**src/rtl/lc3_instruction_executor_core_macros.svh**
```systemverilog
// Assertion helpers shared by the executor RTL.
// Define NO_ASSERTIONS to compile every check away.
`ifndef LC3_INSTRUCTION_EXECUTOR_CORE_MACROS_SVH
`define LC3_INSTRUCTION_EXECUTOR_CORE_MACROS_SVH
`ifndef NO_ASSERTIONS
// Check on every clock edge outside reset.
`define IEX_ASSERT(lbl, prop, msg) \
  lbl: assert property (@(posedge clk) disable iff (rst) prop) else $error(msg);
// Check on every clock edge, reset included.
`define IEX_ASSERT_RST(lbl, prop, msg) \
  lbl: assert property (@(posedge clk) prop) else $error(msg);
`else
`define IEX_ASSERT(lbl, prop, msg)
`define IEX_ASSERT_RST(lbl, prop, msg)
`endif
`endif

```
**src/rtl/instexe_pkg.sv**
```systemverilog
package instexe_pkg;

  localparam int WORD_W        = 16;
  localparam int REG_COUNT     = 8;
  localparam int RIDX_W        = $clog2(REG_COUNT);
  localparam int FLAG_W        = 3;
  localparam int MEM_WORDS_DEF = 65536;

  localparam logic [WORD_W-1:0] START_PC = 16'h3000;

  localparam logic [FLAG_W-1:0] FLAG_NONE = 3'b000;
  localparam logic [FLAG_W-1:0] FLAG_POS  = 3'b001;
  localparam logic [FLAG_W-1:0] FLAG_ZERO = 3'b010;
  localparam logic [FLAG_W-1:0] FLAG_NEG  = 3'b100;

  // Request codes
  localparam logic [1:0] REQ_EXEC  = 2'd0;
  localparam logic [1:0] REQ_WRITE = 2'd1;
  localparam logic [1:0] REQ_READ  = 2'd2;

  // Opcodes
  localparam logic [3:0] OP_BR  = 4'd0;
  localparam logic [3:0] OP_ADD = 4'd1;
  localparam logic [3:0] OP_LD  = 4'd2;
  localparam logic [3:0] OP_ST  = 4'd3;
  localparam logic [3:0] OP_JSR = 4'd4;
  localparam logic [3:0] OP_AND = 4'd5;
  localparam logic [3:0] OP_LDR = 4'd6;
  localparam logic [3:0] OP_STR = 4'd7;
  localparam logic [3:0] OP_NOT = 4'd9;
  localparam logic [3:0] OP_LDI = 4'd10;
  localparam logic [3:0] OP_STI = 4'd11;
  localparam logic [3:0] OP_JMP = 4'd12;
  localparam logic [3:0] OP_LEA = 4'd14;

  localparam logic [RIDX_W-1:0] LINK_REG = 3'd7;

  typedef logic [WORD_W-1:0] word_t;

  typedef struct packed {
    logic              en;
    logic [RIDX_W-1:0] addr_a;
    logic [RIDX_W-1:0] addr_b;
  } regrd_t;

  typedef struct packed {
    logic              en;
    logic [RIDX_W-1:0] addr;
    word_t             data;
  } regwr_t;

  typedef struct packed {
    word_t             pc_now;
    logic [FLAG_W-1:0] flags_now;
    logic              reg_was_written;
    logic [RIDX_W-1:0] reg_number;
    word_t             reg_new_value;
    logic              store_happened;
    word_t             store_address;
    word_t             store_value;
    word_t             read_word;
  } result_t;

  function automatic logic [FLAG_W-1:0] flags_for(input word_t v);
    if (v == '0) return FLAG_ZERO;
    if (v[WORD_W-1]) return FLAG_NEG;
    return FLAG_POS;
  endfunction

  function automatic word_t sext5(input word_t w);
    return {{11{w[4]}}, w[4:0]};
  endfunction

  function automatic word_t sext6(input word_t w);
    return {{10{w[5]}}, w[5:0]};
  endfunction

  function automatic word_t sext9(input word_t w);
    return {{7{w[8]}}, w[8:0]};
  endfunction

  function automatic word_t sext11(input word_t w);
    return {{5{w[10]}}, w[10:0]};
  endfunction

endpackage

```
**src/rtl/instexe_regfile.sv**
```systemverilog
// Eight-entry register file: one write port, two registered read ports.
// Unwritten entries read as zero; a read in the cycle of a write to the
// same entry returns the new value.
module instexe_regfile (
  input  logic                clk,
  input  logic                rst,
  input  instexe_pkg::regrd_t rd,
  input  instexe_pkg::regwr_t wr,
  output instexe_pkg::word_t  rd_a,
  output instexe_pkg::word_t  rd_b
);

  instexe_pkg::word_t                 regs [instexe_pkg::REG_COUNT];
  logic [instexe_pkg::REG_COUNT-1:0]  vld;

  always_ff @(posedge clk) begin
    if (rst) begin
      vld <= '0;
    end else if (wr.en) begin
      vld[wr.addr] <= 1'b1;
    end
  end

  always_ff @(posedge clk) begin
    if (wr.en) begin
      regs[wr.addr] <= wr.data;
    end
  end

  always_ff @(posedge clk) begin
    if (rd.en) begin
      if (wr.en && wr.addr == rd.addr_a) begin
        rd_a <= wr.data;
      end else begin
        rd_a <= vld[rd.addr_a] ? regs[rd.addr_a] : '0;
      end
      if (wr.en && wr.addr == rd.addr_b) begin
        rd_b <= wr.data;
      end else begin
        rd_b <= vld[rd.addr_b] ? regs[rd.addr_b] : '0;
      end
    end
  end

endmodule

```
**config.mk**
```make
export PLATFORM = sky130hd
export DESIGN_NAME = instexe_regfile
export DESIGN_NICKNAME = d
export VERILOG_FILES = /design/src/rtl/lc3_instruction_executor_core_macros.svh /design/src/rtl/instexe_pkg.sv /design/src/rtl/instexe_regfile.sv
export SDC_FILE = /design/constraint.sdc
export NUM_CORES = 1
export LEC_CHECK = 0
export BUFFER_PORTS_ARGS = -buffer_cell sky130_fd_sc_hd__buf_2
export CORE_ASPECT_RATIO = 1.1
export CORE_MARGIN = 3
export CORE_UTILIZATION = 54
export CTS_CLUSTER_SIZE = 14
export DETAILED_ROUTE_END_ITERATION = 10
export MAX_ROUTING_LAYER = met4
export PLACE_DENSITY = 0.76
export SLEW_MARGIN = 20
export SYNTH_ARGS = -nofsm -noshare
export SYNTH_HDL_FRONTEND = slang
export SYNTH_SLANG_ARGS = --single-unit
```
**constraint.sdc**
```tcl
create_clock -name clk -period 2.16 [get_ports clk]
set_input_delay 0.432 -clock clk [delete_from_list [all_inputs] [get_ports clk]]
set_output_delay 0.432 -clock clk [all_outputs]
set_load 0.005 [all_outputs]
```
After elaboration in Yosys (flattened, before gate mapping)
Memories as Yosys holds them, arrays and structs flattened. Cells that the tools add are included.

Register bits: 40. Memory bits (writable): 128. Input port bits: 29. Output and inout bits: 32. Memories: 1.

Memory list: regs (words 8, bits a word 16, read ports 2, clocked after Yosys merged registers in 0, wr ports 1, RTL line instexe_regfile.sv:13) `instexe_pkg::word_t regs [instexe_pkg::REG_COUNT];`.

Magnitude comparators: 4. Eq/ne operators: 2. Multiplexer cells: 12. Bitwise logic cells: 1. Reductions and logical operators: 3.

Operator list (count): $mux 16 (4); $lt 3x4->1 const B (3); $or 8x8->8 (1); $bmux 1 s3 (2); $eq 3x3->1 (2); $mux 1 (5); $demux 1 s3 (1); $ge 3x1->1 const B (1); $logic_and 1x1->1 (3).

Logic depth before layout (Yosys ltp)
Depth in word-level cells: 5. Mapped depth: 8.

Least setup slack after synthesis
No wires, ideal clock.

Path type: input to register. Start: input wr[17] (netlist bit). End: memory regs[0][0] (netlist bit), enable pin. Library setup time: 0.412 ns. Arrival: 1.808 ns. Setup slack: -0.060 ns. Stages on the path: 2. Buffers on the path: 1. Cells stage by stage: buf_4 > nor3_1.

RTL lines: start: declaration (RTL line instexe_regfile.sv:8) `input instexe_pkg::regwr_t wr,`; end: declaration (RTL line instexe_regfile.sv:13).

Straight into the memory's write port.

Worst setup path after layout
Start: register vld[7] (netlist bit). End: register rd_a[3], data pin.

Cells in the longest elaborated chain, start to end: 4.

RTL lines: start: declaration (RTL line instexe_regfile.sv:14) `logic [instexe_pkg::REG_COUNT-1:0] vld;`; start signal: assignment (RTL line instexe_regfile.sv:18) `vld <= '0;`; start signal: indexed assignment (RTL line instexe_regfile.sv:20) `vld[wr.addr] <= 1'b1;`; $bmux 1 s3 (RTL line instexe_regfile.sv:35) `rd_a <= vld[rd.addr_a] ? regs[rd.addr_a] : '0;`; $mux 1 (implied by the code) (RTL line instexe_regfile.sv:35); $mux 16 (RTL line instexe_regfile.sv:35); $mux 16 (RTL line instexe_regfile.sv:32) `if (wr.en && wr.addr == rd.addr_a) begin`; end signal: assignment (RTL line instexe_regfile.sv:33) `rd_a <= wr.data;`; end signal: assignment (RTL line instexe_regfile.sv:35); end: declaration (RTL line instexe_regfile.sv:9) `output instexe_pkg::word_t rd_a,`.

Every way passes these cells. The select of a mux whose other input is x is not followed. A chain may end at the register's enable or synchronous reset.

==> results.toml <==
[cells_and_area]
fill_cells = 896
final_util_pct = 65.5
synthToLayoutAreaGrowth_pct = 15.9
seqCellArea_um2 = 4960
nNetsFinal = 512
multi_input_area_um2 = 2470
final_layout_size_suffix_gt1_share_pct = 41.9
n_antenna_cell = 0
fin_area_um2 = 8840

[worst_setup_path]
arrival_ns = 2.01
crit_start = "vld[7]"
critical_path.max_stage_delay_ns = 0.70
crit_required_ns = 2.42
critPathKind = "flip-flop to flip-flop"
worstPathCellList = "mux4_2, nor2b_1, or4_4, o21ai_0"
slowest_stage = "or4_4"
start_kind = "flip-flop"
rr_startpoint = "vld[7]"
worst-r2r-setup-slack_ns = 0.42
cp-end-kind = "flip-flop"
critical_path_peak_fanout = 16

[synth]
syn-num-nets = 438
syn_inst = 409
yosys_warnings = 0
synth.distinct_cells = 23
syn_area_um2 = 7620
yosys_register_bits = 168
ys_seq_area_share_pct = 65.1
syn_avg_cell_area_um2 = 18.6

[clocking]
clockBufferDepth = 2
clkTransAtPathRegs_ns = 0.07
post-cts-setup-buffers = 0
htreeDepth = 4
cts.sink_count = 168
insertion_delay_ns = 0.43
cts-root-buf = "clkbuf_16"
numCtsBuffers = 17
cts_hold_buf = 0
cts_resized = 0
cts_tree = "yes"

[power_and_ir_drop]
clkPwrFrac_pct = 40.5
power_w = 0.00749
power.share.combinational_pct = 9.2
internal_power_w = 0.00586
leakagePower_nw = 3.06
ir_drop_uv = 458
p_sw_w = 0.00164
pwr-share-seq_pct = 50.4
switching_share_pct = 21.8
powerDensity_nw_per_um2 = 848

[grt]
grtUsageTotal_pct = 22.9
antenna_found_initial = 0
grt_pass1_vias = 4369
grt_pass1_wl_um = 24700
grt-ovfl-total = 0
grt_max_degree = 35

[run_status]
status = "complete, no violations"

[sta]
grt_setup_unrepaired = "no"
layout_min_cycle_time_ns = 1.74
max_slew_margin_pct = 66.0
setup_ws_ns = 0.416
setup_tns_ns = 0
hold_violations = 0
fin_skew_ns = 0.00803
fin_crit_sh_pct = 80.7
setup_violations = 0
slew_viol_final = 0
fmax_ghz = 0.573
tightest_slew_ns = 0.497

[placed_design]
gp_congestion = 0.781
dp_hpwl_um = 9510
portBuffers = 60
dpl_cell_area_um2 = 8250
place_ws_ns = -0.0128

[floorplanning]
die_x_um = 119
start_util_pct = 56.5
num_rows = 44
fp.coreArea_um2 = 13500
ios = 61
die_h_um = 131
dieArea_um2 = 15600

[drt]
wl_per_cell_um = 23.8
drc = 0
dr_total_vias = 4201
totalWireLength_um = 16200
ant_nets = 0
via_per_inst = 6.18
drt_iter0_drc = 389
firstDrtPassIters = 5

[flow_run]
cap_violations = 0

[hold_path]
hold_path.class = "primary input to flip-flop"
min_from = "rst"
-- path summary, 6_finish.rpt --
kind	to	cells after the start
setup reg to reg	rd_a[3]	4
setup / recovery	rd_a[3]	4
hold reg to reg	vld[5]	2
hold / removal	vld[6]	2
-- final cells by class --
type                    count  share of cell area (%)
repair buffers             86                    6.60
flip-flops and latches    168                    56.2
well taps                 184                    2.61
clock buffers              19                    4.90
multi-input cells         210                    28.0
clock inverters            13                    1.74
-- cells by family after synthesis --
family                    Yosys count  synth area share, %
buffers and inverters              31                 2.58
AOI/OAI and AO/OA                  35                 3.45
xor gates and xnor gates            6                0.689
and+or+nand+nor                    69                 4.15
DFF                               168                 65.1
muxes                             100                 24.0
-- registers in the layout, indices dropped and copies added, names as in the netlist --
register / flops
rd_a: 16
rd_b: 16
regs: 128
vld: 8
-- metrics by stage --
stage               std cells  hold WS (ns)
global placement          648         0.467
CTS                       680         0.256
finish                    680         0.275
detailed placement        648         0.478
global route              680         0.279
floorplan                 409         0.447
-- layer usage --
layer	vias up	global-route usage [%]	routed length [um]
li1	1813	-	-
met1	2150	28.7	6050
met2	218	37.5	8440
met3	20	4.69	1410
met4	0	8.73	252
met5	-	-	0
-- worst max-delay path: cells and delay by family, from the launching register on --
family,cells,cell delay (ns)
AO/OA/AOI/OAI,1,0.24
flip-flops,1,0.36
multiplexers,1,0.24
AND/OR/NAND/NOR,2,0.75
-- cell usage after synthesis, drive strengths merged --
library cell / number / area share, %
edfxtp: 160 / 63
mux4: 66 / 20
nand2: 34 / 1.7
mux2i: 32 / 4.2
o21ai: 32 / 3.1
nor2: 20 / 0.98
buf: 19 / 2.0
clkbuf: 12 / 0.59
dfxtp: 8 / 2.1
xnor2: 6 / 0.69
nor2b: 4 / 0.33
nand2b: 3 / 0.25
a2111oi: 2 / 0.23
and4: 2 / 0.30
mux2: 2 / 0.30
nor3: 2 / 0.13
nor3b: 2 / 0.20
or4: 2 / 0.30
o21ba: 1 / 0.13
-- power by group through the flow --
stage | sequential (W) | clock (W) | combinational [W]
floorplan | 0.00383 | 0 | 0.000438
global placement | 0.00383 | 0 | 0.000678
detailed placement | 0.00384 | 0 | 0.000694
CTS | 0.00377 | 0.00306 | 0.000697
global route | 0.00379 | 0.00320 | 0.000743
finish | 0.00377 | 0.00303 | 0.000688
-- placed cells by master, fill, tap and decap left out, types with 12 or more instances in the layout --
master and instances:
buf_2 60, buf_4 19, clkbuf_16 17, edfxtp_1 160, mux2i_1 32, mux4_2 66, nand2_1 34, nor2_1 20
o21ai_0 12, o21ai_2 20
Note: power is estimated with default switching activity, not from simulation.
